==> src/design/eiec_pkg.sv <==
// ----------------------------------------------------------------------------
// eiec_pkg
// Shared types and codes for the external interrupt edge controller.
// ----------------------------------------------------------------------------
package eiec_pkg;

    localparam int LINE_W = 16;   // register and line-vector width
    localparam int CODE_W = 4;    // width of one port code
    localparam int SEL_WORDS = 4; // port-select words
    localparam int PORT_W = 16;   // pins per port

    typedef enum logic [1:0] {
        OP_READ  = 2'd0,
        OP_WRITE = 2'd1,
        OP_TICK  = 2'd2
    } opcode_t;

    typedef enum logic [3:0] {
        REG_MASK = 4'd0,
        REG_RISE = 4'd1,
        REG_FALL = 4'd2,
        REG_SOFT = 4'd3,
        REG_PEND = 4'd4,
        REG_SEL0 = 4'd5,
        REG_SEL1 = 4'd6,
        REG_SEL2 = 4'd7,
        REG_SEL3 = 4'd8
    } reg_idx_t;

    // per-lane controls taken from the register bank
    typedef struct packed {
        logic rise_sel;
        logic fall_sel;
        logic unmask;
        logic prev;
    } lane_ctl_t;

    // per-lane findings handed to the merge stage
    typedef struct packed {
        logic level;
        logic hit;
    } lane_out_t;

endpackage

==> src/design/external_interrupt_edge_controller_core.sv <==
// ----------------------------------------------------------------------------
// external_interrupt_edge_controller_core
// Sixteen-line external interrupt controller with edge detection.
// ----------------------------------------------------------------------------
// Usage:
//   Each request on the s_ channel is a register read, a register write or a
//   pin-sample tick (kind in s_tuser). Every request yields exactly one
//   response on the m_ channel carrying read data, the interrupt request
//   lines (pending AND mask after the request) and an access-error flag.
//   Responses are registered. Throughput: one request per cycle while
//   s_tready is high; a lane per line samples its pin and detects edges
//   in parallel, and the merge stage folds the lane hits into the pending
//   register in the same cycle, so the register bank update sets the rate.
//   The response side has an output register plus one skid register: a
//   request is still accepted while a response waits, and s_tready drops
//   only once both are full, so no response is lost while m_tready is low.
//   Reset (aresetn low, synchronous) clears all bank registers: lines masked,
//   all lines on port A, no edges selected, pins last seen low; the first
//   tick after reset therefore sees a high pin as a rising edge.
// ----------------------------------------------------------------------------
module external_interrupt_edge_controller_core
    import eiec_pkg::*;
#(
    parameter int NUM_LINES = 16,
    parameter int NUM_PORTS = 4
) (
    input  logic        aclk,
    input  logic        aresetn,
    input  logic        s_tvalid,
    output logic        s_tready,
    // s_tdata: reg_index[3:0], write_data[19:4], port_pins[83:20], zero pad
    input  logic [87:0] s_tdata,
    // s_tuser: opcode[1:0]
    input  logic [1:0]  s_tuser,
    output logic        m_tvalid,
    input  logic        m_tready,
    // m_tdata: read_data[15:0], irq_lines[31:16]
    output logic [31:0] m_tdata,
    // m_tuser: access_error[0]
    output logic [0:0]  m_tuser
);

    // bits of existing lines, and of existing nibbles across the select words
    localparam logic [LINE_W-1:0] LINE_BITS =
        LINE_W'((17'(1) << NUM_LINES) - 17'(1));
    localparam logic [63:0] SEL_BITS =
        (64'(1) << (CODE_W * NUM_LINES)) - 64'(1);

    // request fields
    opcode_t           op;
    reg_idx_t          idx;
    logic [LINE_W-1:0] wdata;
    logic [63:0]       pins;
    logic [1:0]        sel_w;
    logic              accept;

    assign op     = opcode_t'(s_tuser);
    assign idx    = reg_idx_t'(s_tdata[3:0]);
    assign wdata  = s_tdata[19:4];
    assign pins   = s_tdata[83:20];
    assign sel_w  = 2'(s_tdata[3:0] - 4'(REG_SEL0));
    assign accept = s_tvalid & s_tready;

    // register bank
    logic [LINE_W-1:0] mask_reg, mask_next;
    logic [LINE_W-1:0] rise_reg, rise_next;
    logic [LINE_W-1:0] fall_reg, fall_next;
    logic [LINE_W-1:0] soft_reg, soft_next;
    logic [LINE_W-1:0] pend_reg, pend_next;
    logic [LINE_W-1:0] prev_reg, prev_next;
    logic [LINE_W-1:0] sel_reg  [SEL_WORDS];
    logic [LINE_W-1:0] sel_next [SEL_WORDS];

    // lane results
    logic [LINE_W-1:0] level_v;
    logic [LINE_W-1:0] hit_v;

    for (genvar i = 0; i < LINE_W; i++) begin : g_lane
        if (i < NUM_LINES) begin : g_on
            logic [NUM_PORTS-1:0] lane_pins;
            lane_ctl_t            ctl;
            lane_out_t            res;

            for (genvar p = 0; p < NUM_PORTS; p++) begin : g_pin
                assign lane_pins[p] = pins[PORT_W*p + i];
            end

            assign ctl.rise_sel = rise_reg[i];
            assign ctl.fall_sel = fall_reg[i];
            assign ctl.unmask   = mask_reg[i];
            assign ctl.prev     = prev_reg[i];

            eiec_lane #(
                .NUM_PORTS(NUM_PORTS)
            ) u_lane (
                .code (sel_reg[i/4][(i%4)*CODE_W +: CODE_W]),
                .pins (lane_pins),
                .ctl  (ctl),
                .res  (res)
            );

            assign level_v[i] = res.level;
            assign hit_v[i]   = res.hit;
        end else begin : g_off
            assign level_v[i] = 1'b0;
            assign hit_v[i]   = 1'b0;
        end
    end

    // merge stage and register access
    logic [LINE_W-1:0] rdata;
    logic              err;
    logic [LINE_W-1:0] fresh;

    always_comb begin
        mask_next = mask_reg;
        rise_next = rise_reg;
        fall_next = fall_reg;
        soft_next = soft_reg;
        pend_next = pend_reg;
        prev_next = prev_reg;
        for (int w = 0; w < SEL_WORDS; w++) begin
            sel_next[w] = sel_reg[w];
        end
        rdata = '0;
        err   = 1'b0;
        fresh = '0;
        case (op)
            OP_READ: begin
                case (idx)
                    REG_MASK: rdata = mask_reg;
                    REG_RISE: rdata = rise_reg;
                    REG_FALL: rdata = fall_reg;
                    REG_SOFT: rdata = soft_reg;
                    REG_PEND: rdata = pend_reg;
                    REG_SEL0, REG_SEL1, REG_SEL2, REG_SEL3: rdata = sel_reg[sel_w];
                    default:  err = 1'b1;
                endcase
            end
            OP_WRITE: begin
                case (idx)
                    REG_MASK: mask_next = wdata & LINE_BITS;
                    REG_RISE: rise_next = wdata & LINE_BITS;
                    REG_FALL: fall_next = wdata & LINE_BITS;
                    REG_SOFT: begin
                        // only a 0 -> 1 transition triggers
                        fresh     = wdata & LINE_BITS & ~soft_reg;
                        soft_next = soft_reg | fresh;
                        pend_next = pend_reg | (fresh & mask_reg);
                    end
                    REG_PEND: begin
                        // write 1 to clear, drops the soft trigger too
                        pend_next = pend_reg & ~wdata;
                        soft_next = soft_reg & ~wdata;
                    end
                    REG_SEL0, REG_SEL1, REG_SEL2, REG_SEL3: begin
                        sel_next[sel_w] = wdata & SEL_BITS[{sel_w, 4'b0000} +: LINE_W];
                    end
                    default: err = 1'b1;
                endcase
            end
            OP_TICK: begin
                // lane hits already carry the mask
                pend_next = pend_reg | hit_v;
                prev_next = level_v;
            end
            default: ;
        endcase
    end

    always_ff @(posedge aclk) begin
        if (!aresetn) begin
            mask_reg <= '0;
            rise_reg <= '0;
            fall_reg <= '0;
            soft_reg <= '0;
            pend_reg <= '0;
            prev_reg <= '0;
            for (int w = 0; w < SEL_WORDS; w++) begin
                sel_reg[w] <= '0;
            end
        end else if (accept) begin
            mask_reg <= mask_next;
            rise_reg <= rise_next;
            fall_reg <= fall_next;
            soft_reg <= soft_next;
            pend_reg <= pend_next;
            prev_reg <= prev_next;
            for (int w = 0; w < SEL_WORDS; w++) begin
                sel_reg[w] <= sel_next[w];
            end
        end
    end

    // response: output register plus skid register
    logic [32:0] resp;
    logic [32:0] out_reg;
    logic [32:0] skid_reg;
    logic        out_valid_reg;
    logic        skid_valid_reg;
    logic        pop;

    assign resp     = {err, pend_next & mask_next, rdata};
    assign pop      = out_valid_reg & m_tready;
    assign s_tready = ~skid_valid_reg;
    assign m_tvalid = out_valid_reg;
    assign m_tdata  = out_reg[31:0];
    assign m_tuser  = out_reg[32];

    always_ff @(posedge aclk) begin
        if (!aresetn) begin
            out_valid_reg  <= 1'b0;
            skid_valid_reg <= 1'b0;
        end else if (skid_valid_reg) begin
            // advance the parked response once the output drains
            if (pop) begin
                skid_valid_reg <= 1'b0;
            end
        end else if (accept) begin
            if (out_valid_reg && !pop) begin
                skid_valid_reg <= 1'b1;
            end else begin
                out_valid_reg <= 1'b1;
            end
        end else if (pop) begin
            out_valid_reg <= 1'b0;
        end
    end

    always_ff @(posedge aclk) begin
        if (skid_valid_reg) begin
            if (pop) begin
                out_reg <= skid_reg;
            end
        end else if (accept) begin
            if (out_valid_reg && !pop) begin
                skid_reg <= resp;
            end else begin
                out_reg <= resp;
            end
        end
    end

    // the skid register only fills behind a held output
    assert property (@(posedge aclk) disable iff (!aresetn)
        skid_valid_reg |-> out_valid_reg)
        else $error("skid holds a response while output is empty");

    // lines that do not exist never go pending
    assert property (@(posedge aclk) disable iff (!aresetn)
        (pend_reg & ~LINE_BITS) == '0)
        else $error("pending bit set on a missing line");

    // an edge on a masked line is lost
    assert property (@(posedge aclk) disable iff (!aresetn)
        accept && op == OP_TICK |=>
        ((pend_reg & ~$past(mask_reg)) == ($past(pend_reg) & ~$past(mask_reg))))
        else $error("tick set pending on a masked line");

    // a pending clear also drops the soft trigger
    assert property (@(posedge aclk) disable iff (!aresetn)
        accept && op == OP_WRITE && idx == REG_PEND |=>
        ((soft_reg & $past(wdata)) == '0) && ((pend_reg & $past(wdata)) == '0))
        else $error("pending clear left bits set");

    // an erroneous access returns no data
    assert property (@(posedge aclk) disable iff (!aresetn)
        out_valid_reg && out_reg[32] |-> out_reg[15:0] == '0)
        else $error("access error with nonzero read data");

endmodule

==> src/design/eiec_lane.sv <==
// ----------------------------------------------------------------------------
// eiec_lane
// One line's pin select and edge detector.
// ----------------------------------------------------------------------------
module eiec_lane
    import eiec_pkg::*;
#(
    parameter int NUM_PORTS = 4
) (
    input  logic [CODE_W-1:0]    code,
    input  logic [NUM_PORTS-1:0] pins,
    input  lane_ctl_t            ctl,
    output lane_out_t            res
);

    logic level;

    // unsupported codes match no port and read low
    always_comb begin
        level = 1'b0;
        for (int p = 0; p < NUM_PORTS; p++) begin
            if (code == CODE_W'(p)) begin
                level = pins[p];
            end
        end
    end

    assign res.level = level;
    assign res.hit   = ctl.unmask &
                       ((ctl.rise_sel & level & ~ctl.prev) |
                        (ctl.fall_sel & ~level & ctl.prev));

endmodule
==> config.mk <==
export PLATFORM = sky130hd
export DESIGN_NAME = external_interrupt_edge_controller_core
export DESIGN_NICKNAME = d
export VERILOG_FILES = /design/src/design/eiec_pkg.sv /design/src/design/external_interrupt_edge_controller_core.sv /design/src/design/eiec_lane.sv
export SDC_FILE = /design/constraint.sdc
export NUM_CORES = 1
export LEC_CHECK = 0
export ABC_AREA = 1
export BUFFER_PORTS_ARGS = -buffer_cell sky130_fd_sc_hd__buf_2
export CORE_MARGIN = 1.5
export CORE_UTILIZATION = 33
export CTS_BUF_LIST = sky130_fd_sc_hd__clkbuf_2 sky130_fd_sc_hd__clkbuf_4 sky130_fd_sc_hd__clkbuf_8
export DETAILED_ROUTE_END_ITERATION = 12
export PLACE_DENSITY_LB_ADDON = 0.12
export SETUP_SLACK_MARGIN = 0.1
export SKIP_LAST_GASP = 1
export SLEW_MARGIN = 10
export SYNTH_ARGS = -nofsm -noshare
export SYNTH_HDL_FRONTEND = slang
export SYNTH_SLANG_ARGS = --single-unit
==> constraint.sdc <==
create_clock -name aclk -period 5 [get_ports aclk]
set_input_delay 1.5 -clock aclk [delete_from_list [all_inputs] [get_ports aclk]]
set_output_delay 1.5 -clock aclk [all_outputs]
set_load 0.02 [all_outputs]
* Yosys cells after proc, flatten, opt, wreduce, memory -nomap -nowiden
Memories as Yosys holds them, arrays and structs flattened. Cells that the tools add are included.
Cells by class: magnitude comparators 2, multiply operators 0, add/subtract/negate cells 1, div/mod/pow operators 0, reductions and logical operators 34, muxes and demuxes 97, eq/ne operators 61, shift-type cells 1, bitwise logic cells 147
Operator list (number):
- $eq A4 B2 Y1 const B | 34
- $mux W33 | 4
- $mux W16 | 8
- $mux W64 | 2
- $and A16 B16 Y16 | 6
- $pmux W16 S2 | 3
- $pmux W16 S6 | 1
- $and A1 B1 Y1 | 82
- $mux W1 | 77
- $eq A4 B1 Y1 const B | 17
- $logic_not A4 Y1 | 17
- $bwmux W64 | 1
- $shiftx A64 B7 Y16 const A | 1
- $or A16 B16 Y16 | 3
- $not A1 Y1 | 33
- $demux W16 S2 | 1
- $not A16 Y16 | 2
- $or A1 B1 Y1 | 20
- $reduce_and A3 Y1 | 6
- $eq A4 B3 Y1 const B | 4
- $reduce_or A9 Y1 | 1
- $reduce_bool A2 Y1 | 3
- $eq A4 B4 Y1 const B | 1
- $ne A2 B2 Y1 const B | 2
- other kinds (13) | 14
Storage, ports and cells: latch bits 0, memories 1, bits in writable memories 64, input port bits 94, logic and storage cells 354, output and inout port bits 35, flip-flop bits (word level) 164, memory bits (read-only) 0
Memory list:
- sel_reg | words 4, width 16, read ports 5, clocked after memory_dff 0, wr ports 4, RTL line external_interrupt_edge_controller_core.sv:71 | logic [LINE_W-1:0] sel_reg [SEL_WORDS];

* Logic depth before layout (Yosys ltp)
Gate-level depths: netlist of the first run.
word-level depth 16, depth in mapped cells 15, depth with buffers taken out 12

* Modules after synthesis
Synthesis of the first run repeated with hierarchy kept, for this count alone.
Second synthesis, totals: cells, all modules 1912, area, all modules 13394.1 um^2
Modules (own cells, without submodules):
- external_interrupt_edge_controller_core | area each 11792.6 um^2, cells an instance 1592, instances 1
- eiec_lane | area each 100.1 um^2, cells an instance 20, instances 16

* Least setup slack after synthesis of the first run
Ideal clock, no wire load.
kind in2reg, start point in s_tdata[0], end point mem sel_reg[0][0], enable pin, data arrival time 4.081 ns, required time 4.576 ns, setup time 0.424 ns, path slack 0.496 ns, stages 9, cell sequence inv_1 > clkbuf_1 > ha_1 > buf_4 > nand3_1 > nand2_2 > buf_2 > nand2_1 > nand2_1
RTL lines:
- from (decl) | RTL line external_interrupt_edge_controller_core.sv:32 | input logic [87:0] s_tdata,
- to (decl) | RTL line external_interrupt_edge_controller_core.sv:71

* Worst setup path in the final report of the first run
start point in s_tdata[0], end point reg out_reg[3] (data pin)
Between the ends: longest elaborated chain between the ends 7, elaborated cells on any way between the ends 17
Ends and longest elaborated chain:
- $sub A2 B1 Y2, or another cell as far along | RTL line external_interrupt_edge_controller_core.sv:61 | assign sel_w = 2'(s_tdata[3:0] - 4'(REG_SEL0));
- $mem_v2 Z4 W16 or $reduce_or A4 Y1 (tied branches)
- $pmux W16 S6 (*) | RTL line external_interrupt_edge_controller_core.sv:130 | case (idx)
- $mux W16 (*) | RTL line external_interrupt_edge_controller_core.sv:128 | case (op)
- $mux W33 (*) | RTL line external_interrupt_edge_controller_core.sv:236 | if (out_valid_reg && !pop) begin
- $mux W33 (*) | RTL line external_interrupt_edge_controller_core.sv:235 | end else if (accept) begin
- $mux W33 (*) | RTL line external_interrupt_edge_controller_core.sv:231 | if (skid_valid_reg) begin
- to (signal assigned) | RTL line external_interrupt_edge_controller_core.sv:233 | out_reg <= skid_reg;
- to (signal assigned) | RTL line external_interrupt_edge_controller_core.sv:239 | out_reg <= resp;
- to (decl) | RTL line external_interrupt_edge_controller_core.sv:197 | logic [32:0] out_reg;
Mark *: on every way between the ends. The rest lies on a longest branch, timed or not. The select of a mux whose other input is x is not followed. A chain may end at the register's enable or synchronous reset.

==> run_results.csv, run 1 <==
group,metric,value,unit
status,status,"complete, no violations",
die,dieWidth,196,µm
synthesis,synth_area_leaders,"edfxtp_1 (32%), dfxtp_1 (16%), nand2_1 (15%)",
global_routing,grt_usage,0.227,
route,routed_wl,43600,µm
timing,maxSlewHeadroom,0.396,
synthesis,syn-cell-area,0.0123,mm²
finish,final_nets,1887,
clock_network,cts_buffers,45,
synthesis,synth_seq_area_share,0.476,
clock_network,path_clk_slew,0.06,ns
synthesis,yosysTopAreaCell,"edfxtp_1",
clock_network,cts_tree,"done",
route,vias_per_cell,5.10,
die,rows,70,
synthesis,syn_nets,1784,
clock_network,clk_path_buf_depth,3,
synthesis,ys_ff_latch,228,
clock_network,cts_setup_buffers,0,
timing,setup_tns,0,ns
timing,finClkSkew,0.0298,ns
finish,largest_reg_flops,64,
place,gp_congestion,0.863,
global_routing,antenna_found_initial,0,
global_routing,grt_pass1_vias,11239,
place,dpl_cell_area,0.0133,mm²
route,ant_nets,0,
clock_network,clock-sinks,228,
synthesis,synth_cell_types,35,
worst_setup_path,crit_type,"input port to flip-flop",
timing,finalCritPeriodShare,0.759,
worst_setup_path,r2r_slack,2.59,ns
synthesis,synth_area_per_cell,7.32,µm²
finish,synthToLayoutAreaGrowth,15.7,%
timing,finalMaxSlewViolations,0,
timing,tightest_slew,0.905,ns
die,start_util,0.336,
worst_setup_path,crit_arrival,4.13,ns
power_and_ir_drop,p_per_area,330,mW/mm²
die,io_pins,129,
clock_network,htreeDepth,2,
clock_network,cts_resized,0,
clock_network,clock_latency,0.59,ns
worst_setup_path,crit_path_end_kind,"flip-flop",
run,cap_violations,0,
timing,setup_violations,0,
global_routing,grt_pass1_wl,66100,µm
min_path,hold_path.class,"flip-flop to flip-flop",
synthesis,synthFlopType,"edfxtp_1",
place,place_hpwl,30700,µm
worst_setup_path,worst-path-max-fanout,35,
synthesis,synth-edff-count,130,
route,dr.pass1.iters,5,
clock_network,clockRootBuffer,"clkbuf_8",
place,portBuffers,124,
finish,drive_gt1_frac,0.143,
timing,max_clock_freq,0.264,GHz
worst_setup_path,required,5.34,ns
finish,fin_area,0.0143,mm²
finish,num_antenna_cells,0,
timing,rsz0062_at_grt,"no",
route,dr.first_iter.drc_count,850,
timing,finalHoldViolCount,0,
route,vias,11665,
timing,fin_crit,3.79,ns
route,drc_errors,0,
global_routing,grt_overflow,0,
worst_setup_path,crit_path_start_kind,"input port",
route,wl_per_cell,19.0,µm
synthesis,synth_top_area_frac,0.317,
synthesis,synthArstFlopShare,0,
clock_network,cts_hold_buf,0,
synthesis,synthCells,1683,
die,core,0.0367,mm²
die,die_y,196,µm
global_routing,grt_max_degree,65,
die,die_area,0.0385,mm²
synthesis,synth_warnings,0,
power_and_ir_drop,peakVddDrop,0.152,mV
power_and_ir_drop,power.leakage,6.22,nW
==> through the flow <==
stage / worst slack [ns] / total power, mW / util / instances / hold slack (ns)
6_report: 1.21 / 4.71 / 0.388 / 2289 / 0.467
5_1_grt: 1.08 / 4.91 / 0.388 / 2289 / 0.487
4_1_cts: 1.30 / 4.76 / 0.388 / 2289 / 0.468
3_5_place_dp: 0.680 / 2.76 / 0.363 / 2207 / 0.460
3_3_place_gp: 0.697 / 2.75 / 0.363 / 2207 / 0.452
2_1_floorplan: 0.496 / 2.53 / - / 1683 / 0.437
==> metal layers <==
| layer | global-route usage | wire, µm | up-vias | share of wire |
|---|---|---|---|---|
| met5 | 0 | 0 | - | 0 |
| met4 | 0.0726 | 1110 | 0 | 0.025 |
| met3 | 0.0321 | 2380 | 63 | 0.055 |
| met2 | 0.384 | 20600 | 346 | 0.47 |
| met1 | 0.299 | 19500 | 5515 | 0.45 |
| li1 | - | - | 5741 | - |
==> worst max-delay path, stage by stage <==
cell and delay, ns:
buf_2 0.48, inv_1 0.13, buf_4 0.28, ha_1 0.29, nand2_2 0.30, inv_1 0.30
a211oi_1 0.58, nand2_1 0.11, nand3_1 0.10, nand2_1 0.05
==> final timing paths <==
| check | to | start | cells past startpoint |
|---|---|---|---|
| max | out_reg[3] | s_tdata[0] | 10 |
| min | fall_reg[12] | fall_reg[12] | 2 |
| max reg2reg | sel_reg[3][1] | skid_valid_reg | 6 |
| min reg2reg | fall_reg[12] | fall_reg[12] | 2 |
==> area by class of cell <==
class                      instances  area, µm²
sequential                       228       5870
clock inverter                     4       26.3
tap                              468        586
timing repair buffer             149        808
multi-input combinational       1180       5360
clock buffer                      78        917
inverter                         182        688
fill                            3887      22400
==> synthesized netlist by cell type (2+ instances only) <==
cell,number
inv_4,2
o22ai_1,12
nand2_2,5
o21ai_0,142
nand2_1,506
a21boi_0,6
edfxtp_1,130
buf_1,3
dfxtp_1,98
inv_1,173
buf_2,34
clkbuf_1,51
or2_2,3
o211ai_1,10
o21ai_1,4
nor2_1,124
nand3_1,115
a21boi_1,10
nor2_4,3
ha_1,7
a21oi_1,204
inv_2,7
nand4_1,16
nor2_2,2
nor3_1,3
buf_4,4
==> report_power, final <==
part	switching (mW)	internal [mW]	leakage, nW	total, mW
Sequential	0.0610	2.08	2.12	2.14
Clock	0.843	1.14	0.498	1.99
Combinational	0.415	0.167	3.60	0.582
==> logic make-up (layout without fill, tap and decap cells) <==
| group | count (synthesis) | in the layout | synth area share |
|---|---|---|---|
| adders and majority gates | 7 | 7 | 0.00711 |
| DFF | 228 | 228 | 0.476 |
| and+or+nand+nor | 780 | 780 | 0.259 |
| buffers and inverters | 275 | 413 | 0.0895 |
| AOI/OAI and AO/OA | 393 | 393 | 0.168 |
==> cells in the final DEF, fill, tap and decap left out, drive strengths merged <==
master and count:
a211oi 1, a21boi 16, a21oi 205, a31oi 1
buf 149, clkbuf 78, clkinv 1, clkinvlp 3
dfxtp 98, edfxtp 130, ha 7, inv 182
nand2 512, nand3 116, nand4 16, nor2 130
nor3 3, o211ai 10, o21ai 146, o221ai 1
o22ai 12, o31ai 1, or2 3
(Power assumes the default switching activity.)
==> run 2, diff against run 1 <==
==> constraint.sdc (replaced) <==
create_clock -name aclk -period 3.75 [get_ports aclk]
set_input_delay 1.125 -clock aclk [delete_from_list [all_inputs] [get_ports aclk]]
set_output_delay 1.125 -clock aclk [all_outputs]
set_load 0.02 [all_outputs]
==> run 2 against run 1 <==
Effect of this change:
- worst setup slack got worse by 0.57 ns
- design area rose by 0.38%
- first-iteration DRC count fell by 5.8%
- sequential share of layout area fell by 0.15 points
- register-to-register slack got worse by 1.2 ns
- critical path depth rose by 2
- combinational power rose by 35%
- global-route usage fell by 0.25 points
- highest routed layer unchanged
==> run_results.csv, run 2 (synthesis results as in run 1) <==
group,metric,value,unit
status,status,"complete, no violations",
power_and_ir_drop,p_per_area,435,mW/mm²
timing,max_clock_freq,0.321,GHz
finish,fin_area,0.0143,mm²
timing,maxSlewHeadroom,0.505,
finish,final_core_util,0.390,
global_routing,grt_usage,0.225,
clock_network,cts_hold_buf,0,
place,portBuffers,124,
clock_network,clockRootBuffer,"clkbuf_8",
power_and_ir_drop,peakVddDrop,0.239,mV
run,cap_violations,0,
worst_setup_path,r2r_start,"skid_valid_reg",
route,wl_per_cell,18.8,µm
timing,tightest_slew,0.735,ns
worst_setup_path,rr_worst_depth,8,
timing,fin_crit,3.11,ns
die,die_area,0.0385,mm²
min_path,hold_path.class,"flip-flop to flip-flop",
place,gp_congestion,0.890,
route,drc_errors,0,
global_routing,antenna_found_initial,1,
finish,num_antenna_cells,0,
route,ant_nets,0,
place,dpl_cell_area,0.0134,mm²
global_routing,grt_pass1_vias,11440,
power_and_ir_drop,p_clk_frac,0.417,
global_routing,grt_max_degree,65,
min_path,min_path_cells,2,
worst_setup_path,slowest_delay,0.40,ns
die,dieWidth,196,µm
timing,finClkSkew,0.0235,ns
power_and_ir_drop,p_comb_frac,0.126,
timing,rsz0062_at_grt,"no",
worst_setup_path,crit_path_end_kind,"flip-flop",
finish,final_common_cell,"nand2_1",
die,die_y,196,µm
die,start_util,0.336,
min_path,hold_end,"rise_reg[6]",
finish,largest_reg_flops,64,
timing,setup_violations,0,
finish,nFillCells,3886,
timing,finalCritPeriodShare,0.830,
global_routing,grt_overflow,0,
worst_setup_path,crit_slowest_cell,"nand3_2",
route,vias_per_cell,5.10,
timing,finalHoldViolCount,0,
timing,fin_ws,0.638,ns
clock_network,cts_setup_buffers,0,
place,place_hpwl,30900,µm
worst_setup_path,crit_path_cell_trace,"buf_2 > inv_1 > ha_1 > inv_4 > nor2_8 > inv_4 > nand3_1 > nand3_2 > nand2_1 > nand2_1 > nand3_1 > nand2_1",
die,io_pins,129,
timing,finalMaxSlewViolations,0,
power_and_ir_drop,power.leakage,6.26,nW
route,routed_wl,43100,µm
clock_network,clock_latency,0.57,ns
worst_setup_path,crit_arrival,3.43,ns
power_and_ir_drop,p_int,4.48,mW
power_and_ir_drop,p_seq_frac,0.457,
route,dr.first_iter.drc_count,801,
die,rows,70,
worst_setup_path,r2r_slack,1.39,ns
worst_setup_path,required,4.07,ns
worst_setup_path,worst-path-max-fanout,18,
die,core,0.0367,mm²
min_path,min_from,"rise_reg[6]",
clock_network,cts_tree,"done",
finish,drive_gt1_frac,0.144,
worst_setup_path,crit_path_start_kind,"input port",
finish,final_nets,1890,
clock_network,clock-sinks,228,
timing,holdWs,0.468,ns
clock_network,cts_resized,0,
power_and_ir_drop,p_switching,1.75,mW
clock_network,htreeDepth,2,
route,vias,11682,
worst_setup_path,crit_type,"input port to flip-flop",
worst_setup_path,worst_path_most_repeated_cell,"nand2_1",
finish,layout_common_cells,"nand2_1 (504), a21oi_1 (204), inv_1 (173), o21ai_0 (142), edfxtp_1 (130)",
clock_network,cts_buffers,43,
timing,setup_tns,0,ns
finish,synthToLayoutAreaGrowth,16.2,%
power_and_ir_drop,switching_share,0.280,
place,place_ws,0.0680,ns
route,dr.pass1.iters,8,
clock_network,path_clk_slew,0.06,ns
global_routing,grt_pass1_wl,66000,µm
clock_network,clk_path_buf_depth,3,
run 2: worst max path at each step:
stage / start / end / slack [ns]
detailed placement: s_tdata[0] / out_reg[29] / 0.07
global placement: s_tdata[0] / out_reg[29] / 0.11
CTS: s_tdata[0] / out_reg[29] / 0.71
global route: s_tdata[0] / out_reg[24] / 0.44
finish: s_tdata[0] / out_reg[29] / 0.64
floorplan: s_tdata[0] / sel_reg[0][0] / 0.23
run 2: worst max-delay path, delay by kind of cell:
kind,cells,cell delay [ns]
simple gates,7,1.39
buf+inv,4,0.61
fa+ha+maj,1,0.28
run 2: layout make-up:
cell class	instances	area (µm²)	share of cell area
Timing Repair Buffer	154	883	0.0617
Inverter	182	688	0.0481
Clock buffer	71	883	0.0617
Tap cell	468	586	0.0409
Clock inverter	8	38.8	0.00271
Sequential cell	228	5870	0.410
Multi-Input combinational cell	1180	5360	0.375
run 2: power groups by stage:
stage / sequential [mW] / combinational, mW / clock [mW]
global route: 2.86 / 0.874 / 2.78
floorplan: 2.91 / 0.456 / 0
global placement: 2.90 / 0.775 / 0
CTS: 2.85 / 0.784 / 2.66
detailed placement: 2.90 / 0.782 / 0
finish: 2.85 / 0.785 / 2.60
run 2: metal layers:
metal  track usage  routed length (µm)
met2         0.380               20600
met1         0.294               19100
met4        0.0695                1060
met5             0                   0
met3        0.0359                2260
run 2: through the flow:
step | power [mW] | std cells
CTS | 6.29 | 2291
global placement | 3.67 | 2212
floorplan | 3.37 | 1683
finish | 6.23 | 2291
global route | 6.51 | 2291
detailed placement | 3.68 | 2212
==> run 3, diff against run 2 <==
==> constraint.sdc (replaced) <==
create_clock -name aclk -period 3.2 [get_ports aclk]
set_input_delay 0.96 -clock aclk [delete_from_list [all_inputs] [get_ports aclk]]
set_output_delay 0.96 -clock aclk [all_outputs]
set_load 0.02 [all_outputs]
==> run 3 against run 2 <==
Effect of this change:
- register-to-register slack got worse by 0.30 ns
- sequential power rose by 17%
- design area rose by 0.87%
- wire length rose by 0.88%
- sequential cell count did not move
- final cell count rose by 0.65%
- worst hold slack improved by 0.00057 ns
- power rose by 16%
- critical endpoint is now out_reg[12]
- largest power group unchanged
- highest routed layer unchanged
==> run_results.csv, run 3 (synthesis results as in run 1) <==
group,metric,value,unit
timing,finalHoldViolCount,0,
worst_setup_path,crit_arrival,3.06,ns
finish,multi_input_area,0.00537,mm²
global_routing,grt_max_degree,65,
timing,rsz0062_at_grt,"no",
worst_setup_path,crit_path_end_kind,"flip-flop",
clock_network,clock-sinks,228,
route,dr.first_iter.drc_count,881,
min_path,min_from,"fall_reg[0]",
finish,layout_common_cells,"nand2_1 (504), a21oi_1 (204), inv_1 (173), o21ai_0 (142), edfxtp_1 (130)",
place,portBuffers,124,
clock_network,cts_buffers,42,
finish,regArea,0.00587,mm²
worst_setup_path,crit_slowest_cell,"a21oi_1",
worst_setup_path,worst-path-max-fanout,9,
die,die_y,196,µm
route,vias_per_cell,5.05,
die,rows,70,
finish,nFillCells,3886,
clock_network,clock_latency,0.58,ns
finish,largest_reg_flops,64,
power_and_ir_drop,p_per_area,502,mW/mm²
worst_setup_path,slowest_delay,0.53,ns
place,place_hpwl,31900,µm
route,routed_wl,43500,µm
route,ant_nets,0,
global_routing,grt_overflow,0,
finish,drive_gt1_frac,0.149,
worst_setup_path,worst_path_most_repeated_cell,"nand2_1",
die,dieWidth,196,µm
route,dr.pass1.iters,5,
worst_setup_path,r2r-end,"out_reg[2]",
timing,max_clock_freq,0.384,GHz
worst_setup_path,rr_worst_depth,3,
route,drc_errors,0,
power_and_ir_drop,peakVddDrop,0.248,mV
place,gp_congestion,0.909,
timing,finalMaxSlewViolations,0,
global_routing,grt_pass1_wl,67000,µm
min_path,hold_end,"fall_reg[0]",
worst_setup_path,crit_type,"input port to flip-flop",
status,status,"complete, no violations",
finish,final_nets,1905,
power_and_ir_drop,power.leakage,6.32,nW
timing,setup_violations,0,
min_path,hold_path.class,"flip-flop to flip-flop",
clock_network,cts_hold_buf,0,
worst_setup_path,required,3.66,ns
timing,finalCritPeriodShare,0.813,
clock_network,cts_setup_buffers,0,
min_path,min_path_cells,2,
global_routing,grt_usage,0.230,
clock_network,cts_tree,"done",
route,wl_per_cell,18.8,µm
die,io_pins,129,
worst_setup_path,r2r_slack,1.09,ns
timing,tightest_slew,0.962,ns
run,cap_violations,0,
timing,setup_tns,0,ns
route,vias,11651,
clock_network,path_clk_slew,0.06,ns
clock_network,clockRootBuffer,"clkbuf_8",
timing,holdWs,0.468,ns
worst_setup_path,crit_path_cell_trace,"buf_2 > inv_1 > ha_1 > inv_1 > buf_4 > a21oi_1 > o21ai_0 > nand2_1 > nand2_1 > a21oi_1 > nand2_1 > nand2_1",
die,core,0.0367,mm²
die,start_util,0.336,
clock_network,cts_resized,0,
worst_setup_path,r2r_start,"skid_valid_reg",
global_routing,antenna_found_initial,0,
clock_network,htreeDepth,2,
finish,num_antenna_cells,0,
finish,synthToLayoutAreaGrowth,17.2,%
worst_setup_path,crit_path_start_kind,"input port",
timing,maxSlewHeadroom,0.357,
finish,final_common_cell,"nand2_1",
clock_network,clk_path_buf_depth,3,
timing,finClkSkew,0.0327,ns
global_routing,grt_pass1_vias,11591,
timing,fin_crit,2.60,ns
die,die_area,0.0385,mm²
-- run 3: cell types whose count changed in the layout (fill, tap and decap cells not counted) --
| cell | change |
|---|---|
| buf_12 | +3 |
| buf_4 | +13 |
| bufinv_16 | +1 |
| clkbuf_4 | +3 |
| clkbuf_8 | -7 |
| clkinv_1 | +4 |
| clkinv_2 | -2 |
| nand2_2 | -1 |
| nand2_4 | +1 |
-- run 3: layer usage --
layer	share of wire	track usage
met1	0.44	0.307
met2	0.47	0.381
met3	0.056	0.0320
met4	0.029	0.0778
met5	0	0
-- run 3: cell type report --
type | count | area share
flip-flops and latches | 228 | 0.406
multi-input cells | 1180 | 0.372
repair buffers | 170 | 0.0721
clock buffers | 67 | 0.0561
inverters | 182 | 0.0477
well taps | 468 | 0.0406
clock inverters | 11 | 0.00511
-- run 3: how the worst max path moves through the flow --
stage | to | slack (ns) | start
2_1_floorplan | sel_reg[0][0] | 0.16 | s_tdata[0]
3_3_place_gp | out_reg[30] | 0.09 | s_tdata[0]
3_5_place_dp | out_reg[30] | 0.07 | s_tdata[0]
4_1_cts | s_tready | 0.55 | skid_valid_reg
5_1_grt | flip-flop | 0.35 | s_tdata[0]
6_report | out_reg[12] | 0.60 | s_tdata[0]
-- run 3: per-stage QoR --
stage          std cells   util  instance area [µm²]  setup slack [ns]  total power, mW
6_report            2306  0.393                14400             0.599             7.25
5_1_grt             2306  0.393                14400             0.352             7.59
4_1_cts             2306  0.393                14400             0.549             7.33
3_5_place_dp        2228  0.369                13500            0.0711             4.34
3_3_place_gp        2228  0.369                13500            0.0924             4.33
2_1_floorplan       1683      -                12300             0.156             3.95
-- run 3: report_power, final --
| group | switching (mW) | leakage [nW] | internal, mW |
|---|---|---|---|
| registers | 0.0963 | 2.12 | 3.24 |
| logic | 0.653 | 3.72 | 0.285 |
| clock network | 1.29 | 0.477 | 1.68 |
| total | 2.04 | 6.32 | 5.21 |
-- run 3: worst max-delay path: cells and delay by family --
kind	cells	cell delay, ns
buffers and inverters	4	0.58
AND/OR/NAND/NOR	4	0.40
AO/OA/AOI/OAI	3	0.77
adder cells (fa/ha/maj)	1	0.34
